$ cat src/hdl/length_prefixed_frame_extractor_assert.svh
// Assertion macros shared by the frame extractor modules.
`ifndef LENGTH_PREFIXED_FRAME_EXTRACTOR_ASSERT_SVH
`define LENGTH_PREFIXED_FRAME_EXTRACTOR_ASSERT_SVH

// Same-cycle implication, sampled on clk_i, off during reset.
`define LPFE_ASSERT_IMPLY(label, ante, cons, msg) \
  label: assert property (@(posedge clk_i) disable iff (!rst_ni) (ante) |-> (cons)) \
    else $error(msg);

// Next-cycle implication, sampled on clk_i, off during reset.
`define LPFE_ASSERT_NEXT(label, ante, cons, msg) \
  label: assert property (@(posedge clk_i) disable iff (!rst_ni) (ante) |=> (cons)) \
    else $error(msg);

`endif

$ cat src/hdl/lpfe_pkg.sv
// Types and constants shared by the frame extractor modules.
package lpfe_pkg;

  // Register file geometry: 64-bit registers at 8-byte stride.
  localparam int ADDR_W = 6;
  localparam int DATA_W = 64;

  // Register indexes.
  localparam logic [2:0] REG_HEAD_LENGTH  = 3'd0;
  localparam logic [2:0] REG_HEAD_PATTERN = 3'd1;
  localparam logic [2:0] REG_TAIL_LENGTH  = 3'd2;
  localparam logic [2:0] REG_TAIL_PATTERN = 3'd3;
  localparam logic [2:0] REG_LEN_BYTES    = 3'd4;
  localparam logic [2:0] REG_MAX_PAYLOAD  = 3'd5;

  // Result word kinds and frame status codes.
  localparam logic       KIND_DATA   = 1'b0;
  localparam logic       KIND_END    = 1'b1;
  localparam logic [1:0] ST_GOOD     = 2'd0;
  localparam logic [1:0] ST_TAIL_BAD = 2'd1;
  localparam logic [1:0] ST_TOO_LONG = 2'd2;

  // Entries in the queue between classifier and output stage.
  localparam int QUEUE_DEPTH = 2;

  typedef struct packed {
    logic [7:0] out_byte;
    logic       out_kind;
    logic [1:0] frame_status;
  } res_t;

  typedef struct packed {
    logic [3:0]  head_length;
    logic [63:0] head_pattern;
    logic [3:0]  tail_length;
    logic [63:0] tail_pattern;
    logic [2:0]  length_field_bytes;
    logic [31:0] max_payload;
  } cfg_t;

endpackage

$ cat src/hdl/lpfe_if.sv
// Stream channel interfaces: raw byte input and result word output.
interface lpfe_byte_if;
  logic       valid;
  logic       ready;
  logic [7:0] in_byte;

  modport source (output valid, output in_byte, input ready);
  modport sink (input valid, input in_byte, output ready);
endinterface

interface lpfe_result_if;
  logic       valid;
  logic       ready;
  logic [7:0] out_byte;
  logic       out_kind;
  logic [1:0] frame_status;

  modport source (output valid, output out_byte, output out_kind, output frame_status,
                  input ready);
  modport sink (input valid, input out_byte, input out_kind, input frame_status,
                output ready);
endinterface

$ cat src/hdl/lpfe_regs.sv
// APB configuration register file of the frame extractor.
module lpfe_regs import lpfe_pkg::*; (
  input  logic              clk_i,
  input  logic              rst_ni,
  input  logic              psel,
  input  logic              penable,
  input  logic              pwrite,
  input  logic [ADDR_W-1:0] paddr,
  input  logic [DATA_W-1:0] pwdata,
  output logic [DATA_W-1:0] prdata,
  output logic              pready,
  output cfg_t              cfg_o
);

  cfg_t       cfg_q;
  logic       wr_en;
  logic [2:0] reg_idx;

  assign pready  = 1'b1;
  assign wr_en   = psel && penable && pwrite;
  assign reg_idx = paddr[ADDR_W-1:3];
  assign cfg_o   = cfg_q;

  // Write the addressed register on the access cycle.
  always_ff @(posedge clk_i or negedge rst_ni) begin
    if (!rst_ni) begin
      cfg_q.head_length        <= 4'd2;
      cfg_q.head_pattern       <= '0;
      cfg_q.tail_length        <= 4'd2;
      cfg_q.tail_pattern       <= '0;
      cfg_q.length_field_bytes <= 3'd4;
      cfg_q.max_payload        <= 32'd65535;
    end else if (wr_en) begin
      unique case (reg_idx)
        REG_HEAD_LENGTH:  cfg_q.head_length        <= pwdata[3:0];
        REG_HEAD_PATTERN: cfg_q.head_pattern       <= pwdata;
        REG_TAIL_LENGTH:  cfg_q.tail_length        <= pwdata[3:0];
        REG_TAIL_PATTERN: cfg_q.tail_pattern       <= pwdata;
        REG_LEN_BYTES:    cfg_q.length_field_bytes <= pwdata[2:0];
        REG_MAX_PAYLOAD:  cfg_q.max_payload        <= pwdata[31:0];
        default: ;
      endcase
    end
  end

  // Return the addressed register, zero beyond the list.
  always_comb begin
    unique case (reg_idx)
      REG_HEAD_LENGTH:  prdata = DATA_W'(cfg_q.head_length);
      REG_HEAD_PATTERN: prdata = cfg_q.head_pattern;
      REG_TAIL_LENGTH:  prdata = DATA_W'(cfg_q.tail_length);
      REG_TAIL_PATTERN: prdata = cfg_q.tail_pattern;
      REG_LEN_BYTES:    prdata = DATA_W'(cfg_q.length_field_bytes);
      REG_MAX_PAYLOAD:  prdata = DATA_W'(cfg_q.max_payload);
      default:          prdata = '0;
    endcase
  end

endmodule

$ cat src/hdl/lpfe_front.sv
// Front end: header hunt, length parse, payload pass and tail check per byte.
`include "length_prefixed_frame_extractor_assert.svh"
module lpfe_front import lpfe_pkg::*; #(
  parameter int MAX_MARK_BYTES   = 8,
  parameter int MAX_LENGTH_BYTES = 4
) (
  input  logic        clk_i,
  input  logic        rst_ni,
  input  cfg_t        cfg_i,
  lpfe_byte_if.sink   in_i,
  input  logic        full_i,
  output logic        push_o,
  output res_t        res_o
);

  localparam int MW = 8 * MAX_MARK_BYTES;
  localparam int LW = 8 * MAX_LENGTH_BYTES;
  localparam int FW = $clog2(MAX_MARK_BYTES + 1);

  localparam logic [1:0] PH_HUNT    = 2'd0;
  localparam logic [1:0] PH_LENGTH  = 2'd1;
  localparam logic [1:0] PH_PAYLOAD = 2'd2;
  localparam logic [1:0] PH_TAIL    = 2'd3;

  logic [1:0]    phase_q, phase_d;
  logic [MW-1:0] win_q, win_d;
  logic [FW-1:0] fill_q, fill_d;
  logic [LW-1:0] cnt_q, cnt_d;
  logic [LW-1:0] plen_q, plen_d;
  logic          tail_ok_q, tail_ok_d;

  logic                      acc;
  logic [7:0]                b;
  logic [3:0]                h4, t4;
  logic [2:0]                n3;
  logic [FW-1:0]             h_fw;
  logic [LW-1:0]             t_ext, n_ext, cnt_inc, plen_next;
  logic [MW-1:0]             win_base, win_new;
  logic [FW-1:0]             fill_base, fill_new;
  logic [MAX_MARK_BYTES-1:0] byte_ok;
  logic                      hunt_match;
  logic [2:0]                tail_idx;
  logic [7:0]                exp_byte;
  logic                      res_valid;

  assign in_i.ready = !full_i;
  assign acc        = in_i.valid && !full_i;
  assign b          = in_i.in_byte;
  assign push_o     = acc && res_valid;

  // Clamp the configured lengths to their legal ranges.
  always_comb begin
    if (cfg_i.head_length == 4'd0) begin
      h4 = 4'd1;
    end else if (cfg_i.head_length > 4'(MAX_MARK_BYTES)) begin
      h4 = 4'(MAX_MARK_BYTES);
    end else begin
      h4 = cfg_i.head_length;
    end
    if (cfg_i.tail_length > 4'(MAX_MARK_BYTES)) begin
      t4 = 4'(MAX_MARK_BYTES);
    end else begin
      t4 = cfg_i.tail_length;
    end
    if (cfg_i.length_field_bytes == 3'd0) begin
      n3 = 3'd1;
    end else if (cfg_i.length_field_bytes > 3'(MAX_LENGTH_BYTES)) begin
      n3 = 3'(MAX_LENGTH_BYTES);
    end else begin
      n3 = cfg_i.length_field_bytes;
    end
  end

  assign h_fw      = FW'(h4);
  assign t_ext     = LW'(t4);
  assign n_ext     = LW'(n3);
  assign cnt_inc   = cnt_q + 1'b1;
  assign plen_next = LW'({plen_q, b});

  // Shift the byte into the window; the window restarts empty after a frame end.
  assign win_base  = (phase_q == PH_TAIL) ? '0 : win_q;
  assign fill_base = (phase_q == PH_TAIL) ? '0 : fill_q;
  assign win_new   = MW'({win_base, b});
  assign fill_new  = (fill_base < FW'(MAX_MARK_BYTES)) ? fill_base + 1'b1 : fill_base;

  // Compare the newest head bytes with the header, one comparator per byte.
  always_comb begin
    for (int k = 0; k < MAX_MARK_BYTES; k++) begin
      byte_ok[k] = (FW'(k) >= h_fw) || (win_new[8*k +: 8] == cfg_i.head_pattern[8*k +: 8]);
    end
  end
  assign hunt_match = (fill_new >= h_fw) && (&byte_ok);

  // Pick the expected tail byte, first byte in the highest used position.
  assign tail_idx = 3'(t4 - 4'd1 - cnt_q[3:0]);
  assign exp_byte = cfg_i.tail_pattern[{tail_idx, 3'b000} +: 8];

  // Next state and result for the byte on the input.
  always_comb begin
    phase_d   = phase_q;
    win_d     = win_q;
    fill_d    = fill_q;
    cnt_d     = cnt_q;
    plen_d    = plen_q;
    tail_ok_d = tail_ok_q;
    res_valid = 1'b0;
    res_o     = '0;
    unique case (phase_q)
      PH_HUNT: begin
        win_d  = win_new;
        fill_d = fill_new;
        if (hunt_match) begin
          phase_d = PH_LENGTH;
          cnt_d   = '0;
          plen_d  = '0;
          win_d   = '0;
          fill_d  = '0;
        end
      end
      PH_LENGTH: begin
        plen_d = plen_next;
        cnt_d  = cnt_inc;
        if (cnt_inc >= n_ext) begin
          cnt_d = '0;
          if (32'(plen_next) > cfg_i.max_payload) begin
            res_valid          = 1'b1;
            res_o.out_kind     = KIND_END;
            res_o.frame_status = ST_TOO_LONG;
            phase_d            = PH_HUNT;
            win_d              = '0;
            fill_d             = '0;
          end else begin
            tail_ok_d = 1'b1;
            phase_d   = (plen_next == '0) ? PH_TAIL : PH_PAYLOAD;
          end
        end
      end
      PH_PAYLOAD: begin
        res_valid      = 1'b1;
        res_o.out_byte = b;
        res_o.out_kind = KIND_DATA;
        cnt_d          = cnt_inc;
        if (cnt_inc >= plen_q) begin
          cnt_d     = '0;
          tail_ok_d = 1'b1;
          phase_d   = PH_TAIL;
        end
      end
      PH_TAIL: begin
        res_valid = 1'b1;
        res_o.out_kind = KIND_END;
        if (cnt_q >= t_ext) begin
          // Tail already complete: end the frame and hunt with this byte.
          res_o.frame_status = tail_ok_q ? ST_GOOD : ST_TAIL_BAD;
          phase_d            = PH_HUNT;
          cnt_d              = '0;
          win_d              = win_new;
          fill_d             = fill_new;
          if (hunt_match) begin
            phase_d = PH_LENGTH;
            plen_d  = '0;
            win_d   = '0;
            fill_d  = '0;
          end
        end else begin
          tail_ok_d = tail_ok_q && (exp_byte == b);
          cnt_d     = cnt_inc;
          if (cnt_inc >= t_ext) begin
            res_o.frame_status = tail_ok_d ? ST_GOOD : ST_TAIL_BAD;
            phase_d            = PH_HUNT;
            cnt_d              = '0;
            win_d              = '0;
            fill_d             = '0;
          end else begin
            res_valid = 1'b0;
            res_o     = '0;
          end
        end
      end
    endcase
  end

  // Advance the frame state on each accepted word.
  always_ff @(posedge clk_i or negedge rst_ni) begin
    if (!rst_ni) begin
      phase_q   <= PH_HUNT;
      win_q     <= '0;
      fill_q    <= '0;
      cnt_q     <= '0;
      plen_q    <= '0;
      tail_ok_q <= 1'b1;
    end else if (acc) begin
      phase_q   <= phase_d;
      win_q     <= win_d;
      fill_q    <= fill_d;
      cnt_q     <= cnt_d;
      plen_q    <= plen_d;
      tail_ok_q <= tail_ok_d;
    end
  end

  `LPFE_ASSERT_IMPLY(a_payload_passes, acc && (phase_q == PH_PAYLOAD), push_o && (res_o.out_kind == KIND_DATA) && (res_o.out_byte == in_i.in_byte), "payload byte not passed through")
  `LPFE_ASSERT_IMPLY(a_hunt_silent, acc && (phase_q == PH_HUNT), !push_o, "result produced while hunting")
  `LPFE_ASSERT_IMPLY(a_tail_count_bound, phase_q == PH_TAIL, cnt_q <= LW'(MAX_MARK_BYTES), "tail count past maximum tail")

endmodule

$ cat src/hdl/lpfe_queue.sv
// Short result queue between the classifier and the output stage.
`include "length_prefixed_frame_extractor_assert.svh"
module lpfe_queue import lpfe_pkg::*; (
  input  logic clk_i,
  input  logic rst_ni,
  input  logic push_i,
  input  res_t res_i,
  output logic full_o,
  input  logic pop_i,
  output logic avail_o,
  output res_t res_o
);

  localparam int PW = $clog2(QUEUE_DEPTH);
  localparam int CW = $clog2(QUEUE_DEPTH + 1);

  res_t          mem_q [QUEUE_DEPTH];
  logic [PW-1:0] wr_ptr_q, rd_ptr_q;
  logic [CW-1:0] cnt_q;

  assign full_o  = (cnt_q == CW'(QUEUE_DEPTH));
  assign avail_o = (cnt_q != '0);
  assign res_o   = mem_q[rd_ptr_q];

  // Store a pushed word; entries need no reset.
  always_ff @(posedge clk_i) begin
    if (push_i) begin
      mem_q[wr_ptr_q] <= res_i;
    end
  end

  // Advance pointers and occupancy.
  always_ff @(posedge clk_i or negedge rst_ni) begin
    if (!rst_ni) begin
      wr_ptr_q <= '0;
      rd_ptr_q <= '0;
      cnt_q    <= '0;
    end else begin
      if (push_i) begin
        wr_ptr_q <= (wr_ptr_q == PW'(QUEUE_DEPTH - 1)) ? '0 : wr_ptr_q + 1'b1;
      end
      if (pop_i) begin
        rd_ptr_q <= (rd_ptr_q == PW'(QUEUE_DEPTH - 1)) ? '0 : rd_ptr_q + 1'b1;
      end
      if (push_i && !pop_i) begin
        cnt_q <= cnt_q + 1'b1;
      end else if (pop_i && !push_i) begin
        cnt_q <= cnt_q - 1'b1;
      end
    end
  end

  `LPFE_ASSERT_IMPLY(a_no_overflow, push_i, !full_o, "push into full queue")
  `LPFE_ASSERT_IMPLY(a_no_underflow, pop_i, avail_o, "pop from empty queue")
  `LPFE_ASSERT_NEXT(a_fill_up, push_i && !pop_i, cnt_q == $past(cnt_q) + 1'b1, "queue count did not grow on push")

endmodule

$ cat src/hdl/lpfe_back.sv
// Back end: output register that drains the queue onto the result channel.
module lpfe_back import lpfe_pkg::*; (
  input  logic           clk_i,
  input  logic           rst_ni,
  input  logic           avail_i,
  input  res_t           res_i,
  output logic           pop_o,
  lpfe_result_if.source  out_o
);

  logic val_q;
  res_t data_q;

  // Load a new word when the register is empty or being taken.
  assign pop_o = avail_i && (!val_q || out_o.ready);

  always_ff @(posedge clk_i or negedge rst_ni) begin
    if (!rst_ni) begin
      val_q <= 1'b0;
    end else if (pop_o) begin
      val_q <= 1'b1;
    end else if (out_o.ready) begin
      val_q <= 1'b0;
    end
  end

  always_ff @(posedge clk_i) begin
    if (pop_o) begin
      data_q <= res_i;
    end
  end

  assign out_o.valid        = val_q;
  assign out_o.out_byte     = data_q.out_byte;
  assign out_o.out_kind     = data_q.out_kind;
  assign out_o.frame_status = data_q.frame_status;

endmodule

$ cat src/hdl/length_prefixed_frame_extractor.sv
// Each result word passes the result queue and then the output register on its way to out_o.
// Throughput: one byte per cycle; the per-byte classifier holds all frame state in one step.
// A two-entry result queue and the output register absorb output stalls; in_i.ready
// drops only when the queue is full.
// Reset (rst_ni low, asynchronous): hunting for a header, empty window, registers at defaults.
module length_prefixed_frame_extractor import lpfe_pkg::*; #(
  parameter int MAX_MARK_BYTES   = 8,
  parameter int MAX_LENGTH_BYTES = 4
) (
  input  logic              clk_i,
  input  logic              rst_ni,
  input  logic              psel,
  input  logic              penable,
  input  logic              pwrite,
  input  logic [ADDR_W-1:0] paddr,
  input  logic [DATA_W-1:0] pwdata,
  output logic [DATA_W-1:0] prdata,
  output logic              pready,
  lpfe_byte_if.sink         in_i,
  lpfe_result_if.source     out_o
);

  cfg_t cfg;
  logic push, full, pop, avail;
  res_t front_res, queue_res;

  lpfe_regs u_regs (
    .clk_i   (clk_i),
    .rst_ni  (rst_ni),
    .psel    (psel),
    .penable (penable),
    .pwrite  (pwrite),
    .paddr   (paddr),
    .pwdata  (pwdata),
    .prdata  (prdata),
    .pready  (pready),
    .cfg_o   (cfg)
  );

  lpfe_front #(
    .MAX_MARK_BYTES   (MAX_MARK_BYTES),
    .MAX_LENGTH_BYTES (MAX_LENGTH_BYTES)
  ) u_front (
    .clk_i  (clk_i),
    .rst_ni (rst_ni),
    .cfg_i  (cfg),
    .in_i   (in_i),
    .full_i (full),
    .push_o (push),
    .res_o  (front_res)
  );

  lpfe_queue u_queue (
    .clk_i   (clk_i),
    .rst_ni  (rst_ni),
    .push_i  (push),
    .res_i   (front_res),
    .full_o  (full),
    .pop_i   (pop),
    .avail_o (avail),
    .res_o   (queue_res)
  );

  lpfe_back u_back (
    .clk_i   (clk_i),
    .rst_ni  (rst_ni),
    .avail_i (avail),
    .res_i   (queue_res),
    .pop_o   (pop),
    .out_o   (out_o)
  );

endmodule
$ cat src/flat_wrapper.sv
// flat-port wrapper written by rule: the top's interface ports become plain ports
module length_prefixed_frame_extractor_flat import lpfe_pkg::*;
#(
  parameter int MAX_MARK_BYTES   = 8,
  parameter int MAX_LENGTH_BYTES = 4
)
  (clk_i, rst_ni, psel, penable, pwrite, paddr, pwdata, prdata, pready, in_i_valid, in_i_in_byte, in_i_ready, out_o_valid, out_o_out_byte, out_o_out_kind, out_o_frame_status, out_o_ready);
  lpfe_byte_if in_i_i ();
  lpfe_result_if out_o_i ();
  input  logic clk_i;
  input  logic rst_ni;
  input  logic psel;
  input  logic penable;
  input  logic pwrite;
  input  logic [ADDR_W-1:0] paddr;
  input  logic [DATA_W-1:0] pwdata;
  output logic [DATA_W-1:0] prdata;
  output logic pready;
  input wire logic [$bits(in_i_i.valid)-1:0] in_i_valid;
  input wire logic [$bits(in_i_i.in_byte)-1:0] in_i_in_byte;
  output wire logic [$bits(in_i_i.ready)-1:0] in_i_ready;
  output wire logic [$bits(out_o_i.valid)-1:0] out_o_valid;
  output wire logic [$bits(out_o_i.out_byte)-1:0] out_o_out_byte;
  output wire logic [$bits(out_o_i.out_kind)-1:0] out_o_out_kind;
  output wire logic [$bits(out_o_i.frame_status)-1:0] out_o_frame_status;
  input wire logic [$bits(out_o_i.ready)-1:0] out_o_ready;
  assign in_i_i.valid = in_i_valid;
  assign in_i_i.in_byte = in_i_in_byte;
  assign in_i_ready = in_i_i.ready;
  assign out_o_valid = out_o_i.valid;
  assign out_o_out_byte = out_o_i.out_byte;
  assign out_o_out_kind = out_o_i.out_kind;
  assign out_o_frame_status = out_o_i.frame_status;
  assign out_o_i.ready = out_o_ready;
  length_prefixed_frame_extractor #(.MAX_MARK_BYTES(MAX_MARK_BYTES), .MAX_LENGTH_BYTES(MAX_LENGTH_BYTES)) u_core (.clk_i(clk_i), .rst_ni(rst_ni), .psel(psel), .penable(penable), .pwrite(pwrite), .paddr(paddr), .pwdata(pwdata), .prdata(prdata), .pready(pready), .in_i(in_i_i), .out_o(out_o_i));
endmodule
$ cat config.mk
export PLATFORM = sky130hd
export DESIGN_NAME = length_prefixed_frame_extractor_flat
export DESIGN_NICKNAME = d
export VERILOG_FILES = /design/src/hdl/lpfe_pkg.sv /design/src/hdl/lpfe_if.sv /design/src/hdl/lpfe_regs.sv /design/src/hdl/lpfe_front.sv /design/src/hdl/lpfe_queue.sv /design/src/hdl/lpfe_back.sv /design/src/hdl/length_prefixed_frame_extractor.sv /design/src/flat_wrapper.sv
export VERILOG_INCLUDE_DIRS = /design/src /design/src/hdl
export SDC_FILE = /design/constraint.sdc
export NUM_CORES = 1
export LEC_CHECK = 0
export CAP_MARGIN = 20
export CORE_UTILIZATION = 55
export CTS_CLUSTER_SIZE = 25
export DETAILED_ROUTE_END_ITERATION = 12
export DONT_BUFFER_PORTS = 1
export HOLD_SLACK_MARGIN = 0.02
export PLACE_DENSITY = 0.71
export REMOVE_ABC_BUFFERS = 1
export SKIP_LAST_GASP = 1
export SLEW_MARGIN = 20
export SYNTH_ARGS = -nofsm -noshare
export SYNTH_HDL_FRONTEND = slang
export SYNTH_HIERARCHICAL = 1
export SYNTH_SLANG_ARGS = --single-unit
$ cat constraint.sdc
create_clock -name clk_i -period 3.85 [get_ports clk_i]
set_input_delay 0.5775 -clock clk_i [delete_from_list [all_inputs] [get_ports clk_i]]
set_output_delay 0.5775 -clock clk_i [all_outputs]
set_load 0.1 [all_outputs]
## After elaboration in Yosys (flattened, before gate mapping)

Memory sizes are Yosys's and may differ from the RTL's. A register that Yosys moved wholly into a read port is not among the register bits.
Index checks and enable logic that the tools add are counted.

| word-level totals | value |
|---|---|
| bits in registers | 303 |
| memory bits (writable) | 22 |
| bits of input ports | 85 |
| output and inout port bits | 78 |
| logic and storage cells | 182 |
| memories | 1 |

Memory list:

| name | depth | width | rd ports | clocked after memory_dff | wr ports | line | source |
|---|---|---|---|---|---|---|---|
| u_core.u_queue.mem_q | 2 | 11 | 1 | 1 | 1 | lpfe_queue.sv:17 | `res_t mem_q [QUEUE_DEPTH];` |

| operators by class | value |
|---|---|
| add/subtract/negate cells | 8 |
| magnitude comparators | 18 |
| equality and inequality tests | 26 |
| shifts and indexed selects | 1 |
| mux-type cells | 68 |
| reduce and logical (&&, ||, !) cells | 44 |

Operators with widths:

| cell | count |
|---|---|
| 64-bit case mux with 6 select lines | 1 |
| 56-bit 2-to-1 mux | 6 |
| 32-bit 2-to-1 mux | 7 |
| 56-bit case mux with 3 select lines | 1 |
| 32-bit case mux with 4 select lines | 1 |
| 32-bit case mux with 3 select lines | 1 |
| 8-bit == test | 9 |
| 32-bit by 4-bit >= comparator with 1-bit output | 2 |
| 64-bit by 7-bit variable part select with 8-bit output | 1 |
| 4-bit 2-to-1 mux | 10 |
| 32-bit by 1-bit adder with 32-bit output, second input constant | 1 |
| 32-bit by 3-bit >= comparator with 1-bit output | 1 |
| 32-bit >= comparator | 1 |
| 32-bit greater-than comparator | 1 |
| 32-bit logical NOT | 1 |
| 1-bit 2-to-1 mux | 22 |
| 3-bit by 4-bit >= comparator with 1-bit output, first input constant | 4 |
| 2-bit 2-to-1 mux | 8 |
| 8-bit case mux with 2 select lines | 1 |
| 2-bit AND reduction | 7 |
| 3-bit 2-to-1 mux | 4 |
| 2-bit inequality test, second input constant | 6 |
| 4-bit case mux with 3 select lines | 1 |
| 5-bit AND reduction | 2 |
| other kinds (34) | 66 |

## Longest topological paths before layout

| depth | value |
|---|---|
| depth after elaboration | 11 |
| gate-level depth with buffers | 20 |
| mapped depth without buffers | 16 |

## Cells and area by module

The synthesis kept the hierarchy.

By module, submodules not included:

| module | times used | cells an instance | area each (µm²) | seq. area each (µm²) |
|---|---|---|---|---|
| lpfe_front | 1 | 1129 | 10268.6 | 3179.3 |
| lpfe_regs | 1 | 560 | 7731.2 | 4302.9 |
| lpfe_queue | 1 | 50 | 1018.5 | 760.7 |
| lpfe_back | 1 | 15 | 374.1 | 355.3 |

## Worst setup path before layout

No wires, ideal clock.

| timing path | value |
|---|---|
| kind | register to register |
| start | register u_core.u_front.cnt_q[0] |
| end | register u_core.u_queue.cnt_q[1] |
| library setup time | 0.079 ns |
| data arrival time | 4.040 ns |
| required time | 3.771 ns |
| path slack | -0.269 ns |
| cell stages (with the launch flop) | 15 |
| path buffers | 0 |
| period minus slack after synthesis | 4.119 ns |
| path through | dfrtp_1 > ha_1 > nand3_2 > or4_4 > or4_4 > xnor2_1 > nor4_1 > nand3_1 > nor4_1 > a21bo_2 > a21oi_1 > ha_1 > xor2_1 > nor2_1 > xor2_1 |

| between the ends | value |
|---|---|
| word-level cells in the longest chain between the ends | 9 |
| elaborated cells on any way between the ends | 14 |
| those cells by class | add/sub (1); order compare (3); mux (5); reduce/logical (5) |

Ends and longest elaborated chain:

| element | line | source |
|---|---|---|
| start, declared | lpfe_front.sv:28 | `logic [LW-1:0] cnt_q, cnt_d;` |
| start signal, assigned | lpfe_front.sv:196 | `cnt_q <= cnt_d;` |
| 32-bit by 1-bit adder with 32-bit output | lpfe_front.sv:77 | `assign cnt_inc = cnt_q + 1'b1;` |
| 32-bit by 4-bit >= comparator with 1-bit output | lpfe_front.sv:168 | `if (cnt_inc >= t_ext) begin` |
| 1-bit 2-to-1 mux | lpfe_front.sv:168 |  |
| 1-bit 2-to-1 mux | lpfe_front.sv:152 | `if (cnt_q >= t_ext) begin` |
| 1-bit case mux with 3 select lines (*) | lpfe_front.sv:108 | `unique case (phase_q)` |
| 1-bit logical AND (*) | lpfe_front.sv:49 | `assign push_o = acc && res_valid;` |
| named net u_core.push | length_prefixed_frame_extractor.sv:24 | `logic push, full, pop, avail;` |
| 1-bit logical NOT | lpfe_queue.sv:47 | `end else if (pop_i && !push_i) begin` |
| 1-bit logical AND | lpfe_queue.sv:47 |  |
| 2-bit nonzero test (no line) | - |  |
| end signal, assigned | lpfe_queue.sv:46 | `cnt_q <= cnt_q + 1'b1;` |
| end signal, assigned | lpfe_queue.sv:48 | `cnt_q <= cnt_q - 1'b1;` |
| end, declared | lpfe_queue.sv:19 | `logic [CW-1:0] cnt_q;` |

Mark *: on every way through the listed nets, which the timed path passes. The rest lies on a longest branch.
A chain may end at the register's enable or synchronous reset.

## Final worst setup path

| timing path | value |
|---|---|
| start | register u_core.u_front.cnt_q[0] |
| end | register u_core.u_front.cnt_q[5] |

| between the ends | value |
|---|---|
| word-level cells in the longest chain between the ends | 5 |
| elaborated cells on any way between the ends | 10 |
| those cells by class | add/sub (1); order compare (4); mux (5) |

Ends and longest elaborated chain:

| element | line |
|---|---|
| 32-bit by 1-bit adder with 32-bit output | lpfe_front.sv:77 |
| 32-bit by 4-bit >= comparator with 1-bit output | lpfe_front.sv:168 |
| 32-bit 2-to-1 mux | lpfe_front.sv:168 |
| 32-bit 2-to-1 mux | lpfe_front.sv:152 |
| 32-bit case mux with 4 select lines (*) | lpfe_front.sv:108 |

Every way passes the cells marked *; elsewhere a longest branch is shown, timed or not.

==> impl_summary.log <==
[metrics] half-perimeter wire length of the detailed placement result: 39200 um
[metrics] clock net sink count: 336
[metrics] CTS root buf: sky130_fd_sc_hd__clkbuf_16
[metrics] Main synth FF type: sky130_fd_sc_hd__dfrtp_1
[metrics] final-report setup violation count: 30
[metrics] post-layout net count: 2059
[metrics] overall die area: 0.0360 mm^2
[metrics] data arrival time of the worst path: 4.38 ns
[metrics] Layout Utilization: 66.0%
[metrics] total power: 16.3 mW
[metrics] post-route ant nets: 0
[metrics] register bit count reported by yosys: 336
[metrics] length of routed wiring on met1: 24100 um
[metrics] tightest slew margin relative to the limit: 24.6%
[metrics] initial cell density of the core: 56.0%
[metrics] Core Footprint: 0.0346 mm^2
[metrics] global-route wire length before repair: 87500 um
[metrics] Post-Route Skew: 0.0246 ns
[metrics] global placement routability congestion: 0.940
[metrics] drt wl/cell: 24.0 um
[metrics] most prevalent standard cell on the critical path: sky130_fd_sc_hd__a21oi_4
[metrics] RSZ-0062 raised after global routing: yes
[metrics] vertical die dimension: 190 um
[metrics] required time at the endpoint of the critical path: 4.26 ns
[metrics] die boundary width: 190 um
[metrics] syn_area_per_cell: 11.1 um^2
[metrics] worst-path cell chain: ha_2 > nand3_2 > or4_4 > buf_12 > or4_4 > xnor2_2 > ha_4 > nand4_1 > o2111ai_2 > buf_4 > a21oi_4 > a21oi_4 > a21oi_4 > buf_6 > bufbuf_16 > a22o_1
[metrics] total wirelength of the detailed-routed design: 56900 um
[metrics] post-synth design cell area: 0.0194 mm^2
[metrics] routed vias/inst: 6.47
[metrics] pin slew with the least headroom to its limit: 1.13 ns
[metrics] synthesis-to-finish area growth: 17.8%
[metrics] CP Class: reg2reg
[metrics] outcome: finished with violations
[metrics] final critical path time including I/O delays and setup: 3.97 ns
[metrics] max-slew violation count: 0
[metrics] Power per Cell Area: 713 mW/mm^2
[metrics] leftover overflow at the end of global routing: 0
[metrics] Tcrit/Tclk final: 103%
[metrics] gate count after technology mapping: 1754
[metrics] fin cells: 2375
[metrics] met3 WL: 4470 um
[metrics] post-placement worst setup slack: -0.281 ns
[metrics] number of buffers added by the clock tree synthesis step: 38
[metrics] 1st-iter DRT viols: 1312
[metrics] number of placement rows: 68
[metrics] clock tree from TritonCTS: done
[metrics] layout cells sized above 1: 31.4%
[metrics] number of iterations in the first detailed-routing pass: 5
[metrics] maximum clock insertion buffer count: 3
[metrics] failing checks: hold timing, setup timing
[metrics] final worst hold slack: -0.222 ns
[metrics] max incr delay on CP: 0.52 ns
[metrics] largest fanout of any net on the critical path: 5
[metrics] pin count of the biggest net entering global routing: 304
[metrics] kind of start point of the critical path: flip-flop
[metrics] fillers: 2535
[metrics] Worst VDD drop: 0.476 mV
[metrics] proportion of synthesized chip area in sequential cells: 44.3%
[metrics] maximum level of the CTS H-tree: 2
[metrics] Top Layer Used: met4
[metrics] routed wl met2: 26200 um
[metrics] Yosys warnings: 6
[metrics] Max Cap Viol: 0
[metrics] async set-reset flop share out of synthesis: 90.2%
[metrics] slowest cell on the critical path: sky130_fd_sc_hd__or4_4
[metrics] initial antenna violation count: 1
[metrics] number of synthesized flops with an enable pin: 33
[metrics] number of top-level pins: 163
[metrics] count of endpoints failing hold in the final timing report: 283
[metrics] Total Routing Usage GR: 31.5%
[metrics] vias in the first global route: 14800
[metrics] source-to-sink clock delay at the later pin of the worst-skew pair: 0.54 ns
[metrics] buffers added on ports: 0
[metrics] number of unique standard cell types used by synthesis: 85
[metrics] total via count in the routed design: 15400
[metrics] Worst Hold Class: in2async
[metrics] Worst Slack Setup Final: -0.123 ns
[metrics] Max Clock Freq: 252 MHz
[metrics] clk slew on worst S/H paths: 0.06 ns
[metrics] placed cells: 2283
[metrics] post-route DRC violation count: 0
[metrics] endpoint kind of the worst setup timing path: flip-flop
[metrics] Leak: 9.97 nW
## sequential cells by signal (all words and copies together) (netlist names), named ones only
signal / cells
u_core/u_back/out_o.frame_status: 2
u_core/u_back/out_o.out_byte: 8
u_core/u_back/out_o.out_kind: 1
u_core/u_back/out_o.valid: 1
u_core/u_front/cnt_q: 32
u_core/u_front/fill_q: 4
u_core/u_front/phase_q: 1
u_core/u_front/plen_q: 32
u_core/u_front/tail_ok_q: 1
u_core/u_front/win_q: 56
u_core/u_queue/cnt_q: 2
u_core/u_queue/mem_q: 22
u_core/u_queue/rd_ptr_q: 1
u_core/u_queue/wr_ptr_q: 1
u_core/u_regs/cfg_o: 171
## layer usage
metal / track usage [%] / vias to the layer above
met5: 0 / -
met4: 11.7 / 0
met3: 5.96 / 127
met2: 48.9 / 659
met1: 44.0 / 7756
li1: - / 6817
## through the flow
step	cell area (um^2)	setup TNS, ns
after floorplan	18900	-87.34
after global placement	21000	-4.83
after detailed placement	21000	-9.76
after CTS	22700	-3.23
after global routing	22800	-7.80
final	22800	-1.73
## placed cells by master (no fill, tap or decap), drive strengths merged, types with 5 or more instances in the layout
cell	instances
o21ai	42
a211oi	12
and2	16
a31oi	43
or3	6
o32ai	28
nand2	90
mux2i	45
mux4	17
nor2	110
and4	7
dfstp	20
ha	83
buf	192
inv	92
xnor2	54
clkbuf	53
a22o	131
edfxtp	33
mux2	185
nor3	17
clkinv	11
nand4	35
xor2	24
or2	34
nand3	24
nor4bb	28
nor2b	12
o211ai	7
a21o	5
a21oi	71
dfrtp	283
nand2b	14
nor4	21
and3	9
o21a	6
## cells by family after synthesis
group,Yosys count,share of synthesized area (%)
multiplexers,247,15.2
buffers and inverters,189,4.37
AND/OR/NAND/NOR,439,12.7
flip-flops,336,44.3
adder cells (fa/ha/maj),85,5.51
other,1,0.0193
AO/OA/AOI/OAI,379,14.3
XOR/XNOR,78,3.52
## power breakdown
group | internal [mW] | switching (mW)
sequential | 4.54 | 1.42
clock | 2.02 | 1.49
combinational | 3.09 | 3.72
total | 9.64 | 6.64
## synth_stat cells (7+ instances only)
cell | count | area, um^2
sky130_fd_sc_hd__mux4_2 | 17 | 383
sky130_fd_sc_hd__o21ai_0 | 41 | 205
sky130_fd_sc_hd__nor3_1 | 14 | 70.1
sky130_fd_sc_hd__nand3_1 | 22 | 110
sky130_fd_sc_hd__or2_2 | 33 | 206
sky130_fd_sc_hd__nor2b_1 | 12 | 75.1
sky130_fd_sc_hd__nor2_1 | 109 | 409
sky130_fd_sc_hd__and4_1 | 7 | 61.3
sky130_fd_sc_hd__dfrtp_1 | 283 | 7080
sky130_fd_sc_hd__xnor2_1 | 54 | 473
sky130_fd_sc_hd__a31oi_1 | 43 | 269
sky130_fd_sc_hd__edfxtp_1 | 33 | 991
sky130_fd_sc_hd__o211ai_1 | 7 | 52.6
sky130_fd_sc_hd__nor4_1 | 20 | 125
sky130_fd_sc_hd__mux2_1 | 12 | 135
sky130_fd_sc_hd__clkbuf_1 | 43 | 161
sky130_fd_sc_hd__and3_1 | 9 | 56.3
sky130_fd_sc_hd__buf_2 | 33 | 165
sky130_fd_sc_hd__xor2_1 | 24 | 210
sky130_fd_sc_hd__nand2b_1 | 14 | 87.6
sky130_fd_sc_hd__mux2_2 | 164 | 1850
sky130_fd_sc_hd__a21oi_1 | 70 | 350
sky130_fd_sc_hd__o32ai_1 | 28 | 245
sky130_fd_sc_hd__nand2_1 | 90 | 338
sky130_fd_sc_hd__mux2i_1 | 45 | 450
sky130_fd_sc_hd__nand4_1 | 31 | 194
sky130_fd_sc_hd__inv_1 | 91 | 342
sky130_fd_sc_hd__mux2_4 | 9 | 135
sky130_fd_sc_hd__ha_1 | 83 | 1040
sky130_fd_sc_hd__a22o_1 | 131 | 1150
sky130_fd_sc_hd__and2_1 | 15 | 93.8
sky130_fd_sc_hd__dfstp_2 | 20 | 526
sky130_fd_sc_hd__buf_6 | 10 | 113
sky130_fd_sc_hd__nor4bb_1 | 28 | 280
sky130_fd_sc_hd__a211oi_1 | 11 | 82.6
## worst paths after layout
kind | depth (start not counted) | end | start | slack, ns
max in group asynchronous | 0 | u_core/u_front/win_q[7]$_DFFE_PN0P_ | rst_ni | 3.48
min in group clk_i | 1 | u_core/u_regs/cfg_o[103]$_DFFE_PN0P_ | pwdata[0] | 0.18
worst min-delay path | 0 | u_core/u_back/out_o.valid$_DFFE_PN0P_ | rst_ni | -0.22
worst max-delay path | 16 | u_core/u_front/cnt_q[5]$_DFFE_PN0P_ | u_core/u_front/cnt_q[0]$_DFFE_PN0P_ | -0.12
worst min register to register | 1 | u_core/u_queue/cnt_q[1]$_DFFE_PN0P_ | u_core/u_queue/cnt_q[1]$_DFFE_PN0P_ | 0.48
worst max register to register | 16 | u_core/u_front/cnt_q[5]$_DFFE_PN0P_ | u_core/u_front/cnt_q[0]$_DFFE_PN0P_ | -0.12
## area by class of cell
| class | instances | area [um^2] | share of cell area, % |
|---|---|---|---|
| timing repair buffer | 194 | 1690 | 7.39 |
| sequential | 336 | 8600 | 37.6 |
| clock inverter | 17 | 174 | 0.761 |
| inverter | 91 | 342 | 1.50 |
| antenna | 1 | 2.50 | 0.0110 |
| tap | 455 | 569 | 2.49 |
| multi-input combinational | 1229 | 10400 | 45.7 |
| clock buffer | 52 | 1020 | 4.48 |
## timing repair
| item | in CTS | in global routing |
|---|---|---|
| buffers inserted | 13 | 5 |
| gates resized for setup | 63 | 27 |
| gates cloned | 5 | 1 |
| pin swaps | 29 | 24 |
| endpoints found under the setup margin | 59 | 105 |
| endpoints found under the hold margin | 303 | 283 |
## worst max-delay path, delay by kind of cell, from the launching register on
family | cells | cell delay [ns]
compound gates | 5 | 0.83
xor+xnor | 1 | 0.17
fa+ha+maj | 2 | 0.48
buf+inv | 4 | 0.80
flops | 1 | 0.37
simple gates | 4 | 1.20
Power figures use the tool's default switching activity.
